File: src/hdl/dtws_pkg.sv
// Shared types and constants for the digit tube WS2812 frame encoder.
// No dependencies; used by dtws_step and the top level.
`timescale 1ns / 1ps
`default_nettype none

package dtws_pkg;

	localparam int BITS_PER_LED = 24;

	// Operation codes carried in tuser
	localparam logic OP_TICK  = 1'b0;
	localparam logic OP_START = 1'b1;

	// Configuration register indexes
	localparam logic [2:0] REG_ONE_HIGH   = 3'd0;
	localparam logic [2:0] REG_ONE_LOW    = 3'd1;
	localparam logic [2:0] REG_ZERO_HIGH  = 3'd2;
	localparam logic [2:0] REG_ZERO_LOW   = 3'd3;
	localparam logic [2:0] REG_LED_OFFSET = 3'd4;

	// Register values after reset
	localparam logic [7:0] RST_ONE_HIGH   = 8'd8;
	localparam logic [7:0] RST_ONE_LOW    = 8'd4;
	localparam logic [7:0] RST_ZERO_HIGH  = 8'd4;
	localparam logic [7:0] RST_ZERO_LOW   = 8'd8;
	localparam logic [5:0] RST_LED_OFFSET = 6'd10;

	typedef struct packed {
		logic [7:0] one_high_ticks;
		logic [7:0] one_low_ticks;
		logic [7:0] zero_high_ticks;
		logic [7:0] zero_low_ticks;
		logic [5:0] second_led_offset;
	} cfg_t;

	typedef struct packed {
		logic        operation;
		logic [2:0]  tube;
		logic [5:0]  digit;
		logic [7:0]  red;
		logic [7:0]  green;
		logic [7:0]  blue;
	} item_t;

	typedef struct packed {
		logic [5:0] line_levels;
		logic       busy_res;
		logic       frame_done;
		logic       rejected;
	} result_t;

	typedef struct packed {
		logic        sending;
		logic [2:0]  active_tube;
		logic [5:0]  lit_index;
		logic [23:0] grb_word;     // green 23..16, red 15..8, blue 7..0
		logic [5:0]  led_position;
		logic [4:0]  bit_position;
		logic        in_low_phase;
		logic [7:0]  phase_ticks;
	} enc_state_t;

endpackage

`default_nettype wire

File: src/hdl/dtws_step.sv
// Next-state and result logic for one beat of the frame encoder.
// Uses dtws_pkg types; purely combinational.
`timescale 1ns / 1ps
`default_nettype none

module dtws_step #(
	parameter int LEDS_PER_TUBE = 20,
	parameter int TUBE_COUNT    = 6
) (
	input  wire dtws_pkg::cfg_t       cfg,
	input  wire dtws_pkg::enc_state_t cur,
	input  wire dtws_pkg::item_t      item,
	output dtws_pkg::enc_state_t      nxt,
	output dtws_pkg::result_t         res
);

	localparam logic [6:0] LedEnd   = 7'(LEDS_PER_TUBE);
	localparam logic [2:0] TubeLast = 3'(TUBE_COUNT);
	localparam logic [4:0] BitLast  = 5'(dtws_pkg::BITS_PER_LED - 1);

	function automatic logic [5:0] tube_mask(input logic [2:0] t);
		logic [5:0] m;
		m = '0;
		if (t != 3'd0 && t <= TubeLast) begin
			m = 6'b1 << (t - 3'd1);
		end
		return m;
	endfunction

	logic       lit;
	logic       bit_one;
	logic [7:0] dur;
	logic [7:0] dur_eff;
	logic [7:0] ticks_inc;
	logic       tube_ok;

	always_comb begin
		lit = (cur.led_position == cur.lit_index) ||
			({1'b0, cur.led_position} ==
			 ({1'b0, cur.lit_index} + {1'b0, cfg.second_led_offset}));
		bit_one = lit && cur.grb_word[BitLast - cur.bit_position];
		if (!cur.in_low_phase) begin
			dur = bit_one ? cfg.one_high_ticks : cfg.zero_high_ticks;
		end else begin
			dur = bit_one ? cfg.one_low_ticks : cfg.zero_low_ticks;
		end
		dur_eff   = (dur == 8'd0) ? 8'd1 : dur;
		ticks_inc = cur.phase_ticks + 8'd1;
		tube_ok   = item.tube != 3'd0 && item.tube <= TubeLast;

		nxt = cur;
		res = '0;

		if (item.operation == dtws_pkg::OP_START) begin
			if (cur.sending || !tube_ok) begin
				res.rejected = 1'b1;
			end else begin
				nxt.sending      = 1'b1;
				nxt.active_tube  = item.tube;
				nxt.lit_index    = item.digit;
				nxt.grb_word     = {item.green, item.red, item.blue};
				nxt.led_position = '0;
				nxt.bit_position = '0;
				nxt.in_low_phase = 1'b0;
				nxt.phase_ticks  = '0;
			end
			// show the level the line holds now
			if (nxt.sending && !nxt.in_low_phase) begin
				res.line_levels = tube_mask(nxt.active_tube);
			end
		end else if (cur.sending) begin
			if (!cur.in_low_phase) begin
				res.line_levels = tube_mask(cur.active_tube);
			end
			nxt.phase_ticks = ticks_inc;
			if (ticks_inc >= dur_eff) begin
				nxt.phase_ticks = '0;
				if (!cur.in_low_phase) begin
					nxt.in_low_phase = 1'b1;
				end else begin
					nxt.in_low_phase = 1'b0;
					nxt.bit_position = cur.bit_position + 5'd1;
					if (cur.bit_position == BitLast) begin
						nxt.bit_position = '0;
						nxt.led_position = cur.led_position + 6'd1;
						// last bit of last LED: close the frame
						if ({1'b0, cur.led_position} + 7'd1 >= LedEnd) begin
							nxt.led_position = '0;
							nxt.sending      = 1'b0;
							res.frame_done   = 1'b1;
						end
					end
				end
			end
		end

		res.busy_res = nxt.sending;
	end

endmodule

`default_nettype wire

File: src/hdl/digit_tube_ws2812_frame_encoder.sv
// Top level of the digit tube WS2812 frame encoder: stream ports, registers.
// Depends on dtws_pkg and dtws_step.
`timescale 1ns / 1ps
`default_nettype none

// Each input beat is either a start (tuser high) that latches tube, digit and
// color, or one line tick that advances the WS2812 bit timing of the active
// chain by one step. Every beat yields exactly one output beat with the six
// data line levels, busy and rejected flags; tlast marks the final tick of a
// frame. One beat is taken per clock cycle while the output is not stalled; a
// beat passes an input register and then a result register, and its result is
// presented on the output from the result register. The encoder state updates
// once per beat in the step logic between them.
module digit_tube_ws2812_frame_encoder #(
	parameter int LEDS_PER_TUBE = 20,
	parameter int TUBE_COUNT    = 6
) (
	input  wire        clk,
	input  wire        arst_n,
	// configuration write port
	input  wire        cfg_we,
	input  wire [2:0]  cfg_addr,
	input  wire [7:0]  cfg_wdata,
	// input stream
	input  wire        s_tvalid,
	output logic       s_tready,
	input  wire [39:0] s_tdata,   // tube[2:0], digit[8:3], red[16:9], green[24:17],
	                              // blue[32:25], zero fill [39:33]
	input  wire        s_tuser,   // operation: 0 tick, 1 start
	// output stream
	output logic       m_tvalid,
	input  wire        m_tready,
	output logic [7:0] m_tdata,   // line_levels[5:0], busy_res[6], rejected[7]
	output logic       m_tlast    // frame_done
);

	dtws_pkg::cfg_t       cfg_q;
	dtws_pkg::enc_state_t state_q;
	dtws_pkg::enc_state_t state_nxt;
	dtws_pkg::item_t      item_s1;
	dtws_pkg::result_t    res_nxt;
	dtws_pkg::result_t    res_s2;
	logic                 valid_s1;
	logic                 valid_s2;
	logic                 advance;

	assign advance  = valid_s1 && (!valid_s2 || m_tready);
	assign s_tready = !valid_s1 || advance;

	always_ff @(posedge clk or negedge arst_n) begin
		if (!arst_n) begin
			cfg_q.one_high_ticks    <= dtws_pkg::RST_ONE_HIGH;
			cfg_q.one_low_ticks     <= dtws_pkg::RST_ONE_LOW;
			cfg_q.zero_high_ticks   <= dtws_pkg::RST_ZERO_HIGH;
			cfg_q.zero_low_ticks    <= dtws_pkg::RST_ZERO_LOW;
			cfg_q.second_led_offset <= dtws_pkg::RST_LED_OFFSET;
		end else if (cfg_we) begin
			case (cfg_addr)
				dtws_pkg::REG_ONE_HIGH:   cfg_q.one_high_ticks    <= cfg_wdata;
				dtws_pkg::REG_ONE_LOW:    cfg_q.one_low_ticks     <= cfg_wdata;
				dtws_pkg::REG_ZERO_HIGH:  cfg_q.zero_high_ticks   <= cfg_wdata;
				dtws_pkg::REG_ZERO_LOW:   cfg_q.zero_low_ticks    <= cfg_wdata;
				dtws_pkg::REG_LED_OFFSET: cfg_q.second_led_offset <= cfg_wdata[5:0];
				default: ;
			endcase
		end
	end

	// input register: hold the beat until the result register frees up
	always_ff @(posedge clk or negedge arst_n) begin
		if (!arst_n) begin
			valid_s1 <= 1'b0;
		end else if (s_tready) begin
			valid_s1 <= s_tvalid;
		end
	end

	always_ff @(posedge clk) begin
		if (s_tready && s_tvalid) begin
			item_s1.operation <= s_tuser;
			item_s1.tube      <= s_tdata[2:0];
			item_s1.digit     <= s_tdata[8:3];
			item_s1.red       <= s_tdata[16:9];
			item_s1.green     <= s_tdata[24:17];
			item_s1.blue      <= s_tdata[32:25];
		end
	end

	dtws_step #(
		.LEDS_PER_TUBE(LEDS_PER_TUBE),
		.TUBE_COUNT   (TUBE_COUNT)
	) u_step (
		.cfg (cfg_q),
		.cur (state_q),
		.item(item_s1),
		.nxt (state_nxt),
		.res (res_nxt)
	);

	always_ff @(posedge clk or negedge arst_n) begin
		if (!arst_n) begin
			state_q <= '0;
		end else if (advance) begin
			state_q <= state_nxt;
		end
	end

	// result register
	always_ff @(posedge clk or negedge arst_n) begin
		if (!arst_n) begin
			valid_s2 <= 1'b0;
		end else if (advance) begin
			valid_s2 <= 1'b1;
		end else if (m_tready) begin
			valid_s2 <= 1'b0;
		end
	end

	always_ff @(posedge clk) begin
		if (advance) begin
			res_s2 <= res_nxt;
		end
	end

	assign m_tvalid = valid_s2;
	assign m_tdata  = {res_s2.rejected, res_s2.busy_res, res_s2.line_levels};
	assign m_tlast  = res_s2.frame_done;

endmodule

`default_nettype wire

File: config.mk
export PLATFORM = sky130hd
export DESIGN_NAME = digit_tube_ws2812_frame_encoder
export DESIGN_NICKNAME = d
export VERILOG_FILES = /design/src/hdl/dtws_pkg.sv /design/src/hdl/dtws_step.sv /design/src/hdl/digit_tube_ws2812_frame_encoder.sv
export SDC_FILE = /design/constraint.sdc
export NUM_CORES = 1
export LEC_CHECK = 0
export ABC_AREA = 1
export BUFFER_PORTS_ARGS = -buffer_cell sky130_fd_sc_hd__buf_4
export CAP_MARGIN = 10
export CORE_MARGIN = 4
export CORE_UTILIZATION = 40
export DETAILED_ROUTE_END_ITERATION = 10
export GPL_TIMING_DRIVEN = 0
export PLACE_DENSITY = 0.62
export SKIP_CTS_REPAIR_TIMING = 1
export SYNTH_ARGS = -nofsm -noshare
export SYNTH_HDL_FRONTEND = slang
export SYNTH_SLANG_ARGS = --single-unit
File: constraint.sdc
create_clock -name clk -period 5.15 [get_ports clk]
set_clock_uncertainty 0.05 [all_clocks]
set_input_delay 1.03 -clock clk [delete_from_list [all_inputs] [get_ports clk]]
set_output_delay 1.03 -clock clk [all_outputs]
set_load 0.01 [all_outputs]
**Word-level counts from Yosys, hierarchy flattened**

Cells that the tools add are included.

- Input bits: 57
- Memories: 0
- Bits in read-only memories: 0
- Register bits: 137
- Bits in latches: 0
- Memory bits (writable): 0

- Order comparisons: 6
- $add $sub $neg: 8
- Multipliers: 0
- Multiplexer cells: 31
- Equality and inequality tests: 8
- Bitwise gates (word level): 4
- Divide/modulo/power cells: 0
- Shift operators: 2
- Reduce and logical (&&, ||, !) cells: 37

Operators by type and width:

| operator | count |
|---|---|
| 2-to-1 mux 54 bit | 2 |
| 2-to-1 mux 20 bit | 3 |
| 2-to-1 mux 6 bit | 7 |
| 2-to-1 mux 8 bit | 4 |
| 2-to-1 mux 11 bit | 2 |
| 2-to-1 mux 1 bit | 12 |
| AND reduction 2 bit | 6 |
| << shifter 1 x 3 -> 6 bit (first input constant) | 2 |
| nonzero test 2 bit | 5 |
| <= comparator 3 bit (second input constant) | 3 |
| AND reduction 3 bit | 3 |
| nonzero test 3 bit | 3 |
| adder 8 x 1 -> 8 bit (second input constant) | 1 |
| >= comparator 8 bit | 1 |
| logical NOT 8 bit | 1 |
| adder 6 x 1 -> 7 bit (second input constant) | 1 |
| adder 6 x 6 -> 7 bit | 1 |
| == test 6 x 7 -> 1 bit | 1 |
| >= comparator 7 x 5 -> 1 bit (second input constant) | 1 |
| logical AND 1 bit | 7 |
| adder 6 x 1 -> 6 bit (second input constant) | 1 |
| == test 3 x 2 -> 1 bit (second input constant) | 2 |
| == test 6 bit | 1 |
| less-than comparator 5 x 6 -> 1 bit (second input constant) | 1 |
| 15 further kinds | 25 |

**Logic depth before layout (Yosys ltp)**

- Depth in word-level cells: 12
- Mapped depth: 33

**Modules after synthesis**

Synthesis repeated with hierarchy kept, for this count alone.

- Cells, all modules: 945
- Area total of the unflattened synthesis: 7734.9 µm²

Modules (own cells, without submodules):

| module | instances | cells an instance | area an instance (µm²) |
|---|---|---|---|
| digit_tube_ws2812_frame_encoder | 1 | 462 | 5093.6 |
| dtws_step | 1 | 483 | 2641.3 |

**Least setup slack after synthesis**

Ideal clock, no wire load.

- Kind: register -> register
- From: reg state_q[44] in the netlist's numbering
- To: reg state_q[14] in the netlist's numbering
- Arrival time: 3.354 ns
- Period minus slack after synthesis: 3.481 ns
- Setup time: 0.077 ns
- Cell stages (with the launch flop): 28
- Setup slack: 1.669 ns
- Cell sequence: dfrtp_1 ha_1 fa_1 or2_0 nand3_1 nor2_1 nand2_1 nor2_1 nand3_2 nand2_4 buf_4 nand3_1 nand3_1 nand2_2 nand2_1 nor2_1 nand2_1 nand2_1 ha_1 inv_1 a21oi_1 o21ai_0 nand2_1 nand3_1 nand2_1 nor3_1 nand2_2 a21oi_1

- Cells in the longest elaborated chain, start to end: 11
- Elaborated cells on any way between the ends: 13
- Classes of those cells: add/sub (1); order compare (1); eq/ne (2); mux (4); reduce/logical (5)

Ends and longest elaborated chain:

| element | line | source |
|---|---|---|
| start: declaration | digit_tube_ws2812_frame_encoder.sv:38 | `dtws_pkg::enc_state_t state_q;` |
| start signal: assignment | digit_tube_ws2812_frame_encoder.sv:104 | `state_q <= state_nxt;` |
| adder 6 x 6 -> 7 bit | dtws_step.sv:40 | `({1'b0, cur.lit_index} + {1'b0, cfg.second_led_offset}));` |
| == test 6 x 7 -> 1 bit | dtws_step.sv:39 | `({1'b0, cur.led_position} ==` |
| logical OR 1 bit * | dtws_step.sv:38 | `lit = (cur.led_position == cur.lit_index) \|\|` |
| logical AND 1 bit * | dtws_step.sv:41 | `bit_one = lit && cur.grb_word[BitLast - cur.bit_position];` |
| 2-to-1 mux 8 bit, on equally long branches | dtws_step.sv:43, dtws_step.sv:45 |  |
| 2-to-1 mux 8 bit * | dtws_step.sv:42 | `if (!cur.in_low_phase) begin` |
| logical NOT 8 bit | dtws_step.sv:47 | `dur_eff = (dur == 8'd0) ? 8'd1 : dur;` |
| 2-to-1 mux 8 bit * | dtws_step.sv:47 |  |
| >= comparator 8 bit * | dtws_step.sv:76 | `if (ticks_inc >= dur_eff) begin` |
| nonzero test 2 bit (no source line) * | -- |  |
| AND reduction 6 bit (no source line) * | -- |  |

Mark *: on every way between the ends. The rest lies on a longest branch, timed or not.
A chain may end at the register's enable or synchronous reset.

**Worst setup path after layout**

- From: reg cfg_q[0] in the netlist's numbering
- To: reg state_q[16] in the netlist's numbering

- Cells in the longest elaborated chain, start to end: 11
- Elaborated cells on any way between the ends: 12
- Classes of those cells: add/sub (1); order compare (1); eq/ne (1); mux (4); reduce/logical (5)

Ends and longest elaborated chain:

| element | line | source |
|---|---|---|
| start: declaration | digit_tube_ws2812_frame_encoder.sv:37 | `dtws_pkg::cfg_t cfg_q;` |
| adder 6 x 6 -> 7 bit * | dtws_step.sv:40 |  |
| == test 6 x 7 -> 1 bit * | dtws_step.sv:39 |  |
| logical OR 1 bit * | dtws_step.sv:38 |  |
| logical AND 1 bit * | dtws_step.sv:41 |  |
| 2-to-1 mux 8 bit, on equally long branches | dtws_step.sv:43, dtws_step.sv:45 |  |
| 2-to-1 mux 8 bit * | dtws_step.sv:42 |  |
| logical NOT 8 bit | dtws_step.sv:47 |  |
| 2-to-1 mux 8 bit * | dtws_step.sv:47 |  |
| >= comparator 8 bit * | dtws_step.sv:76 |  |
| nonzero test 2 bit (no source line) * | -- |  |
| AND reduction 6 bit (no source line) * | -- |  |

Marks and branches as above.

==> impl_metrics.tcl <==
set metrics [dict create \
    status "completed" \
    clock_path_buffers 2 \
    clk_latency_ns 0.42 \
    p_leak_nw 3.662 \
    maxSlewHeadroom 0.6726 \
    h-tree-depth 4 \
    synth_top_family_by_area "simple AND/OR/NAND/NOR gates" \
    ys_seq_area_frac 0.5560 \
    area_growth_pct 20.98 \
    yosys_warnings 0 \
    hp-start "item_s1[5]" \
    yosysUniqueCellTypes 43 \
    syn_area_per_cell_um2 9.489 \
    die_x_um 136.1 \
    r2r_cells 27 \
    synth_cells 692 \
    root_buffer "clkbuf_16" \
    fin_util 0.4965 \
    drc 0 \
    clkTransAtPathRegs_ns 0.06 \
    tightestPinTransition_ns 0.4911 \
    reg2reg_slack_ns 0.97 \
    dp_cells 968 \
    crit_required_ns 5.43 \
    viasPerCell 5.042 \
    cts_tree "done" \
    timing.fmax_ghz 0.2393 \
    setup_viol 0 \
    yosys.area_share.simple 0.1900 \
    initial_utilization 0.4104 \
    core_area_mm2 0.01600 \
    min_to "state_q[25]" \
    synthMuxAreaShare 0.02915 \
    syn-num-nets 771 \
    synthXorXnorAreaFrac 0.01601 \
    ys_seq_elements 137 \
    grt_max_degree 95 \
    grt_pass1_wl_um 24010 \
    cellPowerDensity_mw_per_mm2 550.4 \
    worstPathMaxFanout 10 \
    layout.nets 852 \
    fin_crit_sh 0.8114 \
    synth_compound_area_frac 0.1018 \
    place_hpwl_um 10270 \
    die_h_um 136.1 \
    cts_made_buffers 17 \
    vdd_drop_max_uv 270.1 \
    arrival_ns 4.46 \
    final_cell_count_no_fill 1002 \
    grt_usage 0.1625 \
    wirelength_um 14040 \
    synthAdderAreaFrac 0.04306 \
    grt_pass1_vias 5103 \
    first_pass_iters 5 \
    final_layout_size_suffix_gt1_frac 0.1908 \
    reg2reg_from "cfg_q[0]" \
    slew_viol_final 0 \
    worstHoldPathType "reg -> reg" \
    drt_iter0_drc 314 \
    rr_endpoint "state_q[16]" \
    dp_slack_ns 1.021 \
    crit_path_end_kind "register" \
    synth.cell_area_mm2 0.006566 \
    antenna_cells 0 \
    clock-sinks 137 \
    finalWorstSetupSlack_ns 0.9715 \
    final_hold_viol_count 0 \
    grt-ovfl-total 0 \
    min_delay_path_depth 2 \
    wl_per_cell_um 14.01 \
    vias 5052 \
    worstSetupPathType "reg -> reg" \
    routabilityCongestion 0.8336 \
    die-area_mm2 0.01853 \
    rows 46 \
    tns_ns 0 \
    antenna_found_initial 0 \
    fin_crit_ns 4.178 \
    power.total_w 0.004373 \
    drv_cap 0 \
    io_pins 68 \
    antenna_left 0 \
    port_buffers 60 \
    crit_path_start_kind "register" \
    rsz0062_at_grt "no" \
]
==> worst max-delay path by stage <==
stage / from / endpoint / slack [ns]
detailed placement: cfg_q[0] / state_q[16] / 1.02
floorplan: state_q[44] / state_q[14] / 1.67
CTS: cfg_q[0] / state_q[14] / 0.98
global placement: cfg_q[0] / state_q[14] / 1.06
global route: cfg_q[0] / state_q[14] / 0.50
finish: cfg_q[0] / state_q[16] / 0.97
==> per-layer routing <==
| metal | global-route usage | part of all wire | up-vias |
|---|---|---|---|
| met5 | 0 | 0 | - |
| met4 | 0.05655 | 0.012 | 0 |
| met3 | 0.03960 | 0.041 | 16 |
| met2 | 0.2711 | 0.50 | 121 |
| met1 | 0.2070 | 0.45 | 2417 |
| li1 | - | - | 2498 |
==> final cells by class <==
| type | instances | area, µm² |
|---|---|---|
| clock inverters | 13 | 168.9 |
| clock buffers | 19 | 432.9 |
| plain buffers | 20 | 111.4 |
| flip-flops and latches | 137 | 3651 |
| inverters | 81 | 309.0 |
| multi-input cells | 454 | 2495 |
| well taps | 216 | 270.3 |
| repair buffers | 62 | 505.5 |
| fillers | 1529 | 8056 |
==> cells in the final DEF (no fill, tap or decap), types with 8 or more instances in the layout <==
cell type / n
o21ai_0: 83
clkbuf_16: 17
inv_1: 73
nand4_1: 8
nand2_1: 148
edfxtp_1: 43
buf_4: 63
xor2_1: 8
ha_1: 21
nand3_1: 71
nor2_1: 23
dfrtp_1: 88
mux2_2: 17
o22ai_1: 10
a21oi_1: 22
clkbuf_1: 11
==> metrics by stage <==
step	instance area (µm²)	hold slack, ns
CTS	7889	0.4154
global placement	7287	0.3921
global route	7944	0.4379
floorplan	6566	0.3797
finish	7944	0.4098
detailed placement	7287	0.4023
==> cells in the mapped netlist (all sizes together) <==
cell	number	share of area
nand2	156	0.095
dfrtp	88	0.34
o21ai	86	0.066
inv	79	0.045
nand3	75	0.060
edfxtp	43	0.20
nor2	27	0.018
a21oi	22	0.017
ha	21	0.040
mux2	17	0.029
clkbuf	11	0.0070
o22ai	10	0.0095
buf	9	0.0099
nand4	8	0.0076
xor2	8	0.011
dfstp	6	0.024
nor3	6	0.0046
xnor2	4	0.0053
a21boi	2	0.0023
clkinv	2	0.0019
nand3b	2	0.0023
o2111ai	2	0.0027
or2	2	0.0019
a31o	1	0.0013
fa	1	0.0030
nor3b	1	0.0011
o21a	1	0.0011
o31ai	1	0.0011
o32ai	1	0.0013
==> flip-flops by register name, indices dropped and copies added, names as in the netlist <==
name	count
valid_s1	1
state_q	54
m_tvalid	1
m_tdata	8
cfg_q	38
m_tlast	1
item_s1	34
==> logic make-up (layout without fill, tap and decap cells) <==
group / after synthesis / in the layout
AOI/OAI and AO/OA: 126 / 126
xor gates and xnor gates: 12 / 12
adders and majority gates: 22 / 22
buffers and inverters: 101 / 195
DFF: 137 / 137
muxes: 17 / 17
and+or+nand+nor: 277 / 277
==> worst max-delay path, cell delays in order, from the launching register on <==
cell	delay, ns
dfrtp_1	0.42
ha_1	0.24
fa_1	0.46
a21oi_1	0.17
nand3_1	0.09
nor2_1	0.09
nand2_1	0.07
nor2_1	0.12
nand3_2	0.09
nand2_4	0.14
buf_4	0.19
nand3_1	0.08
nand3_1	0.08
nand2_1	0.10
nand2_1	0.09
nor2_1	0.04
nand2_1	0.05
nand2_1	0.05
ha_1	0.18
inv_1	0.05
a21oi_1	0.05
o21ai_0	0.16
nand2_1	0.09
nand3_1	0.18
nand2_1	0.08
nor3_1	0.41
nand2_2	0.12
o22ai_1	0.14
==> report_power, final <==
group	internal [W]	switching (W)
registers	0.00142	0.000193
logic	0.000591	0.000937
clock network	0.000767	0.000461
total	0.00278	0.00159
No activity file was read; power rests on OpenSTA's default activity.
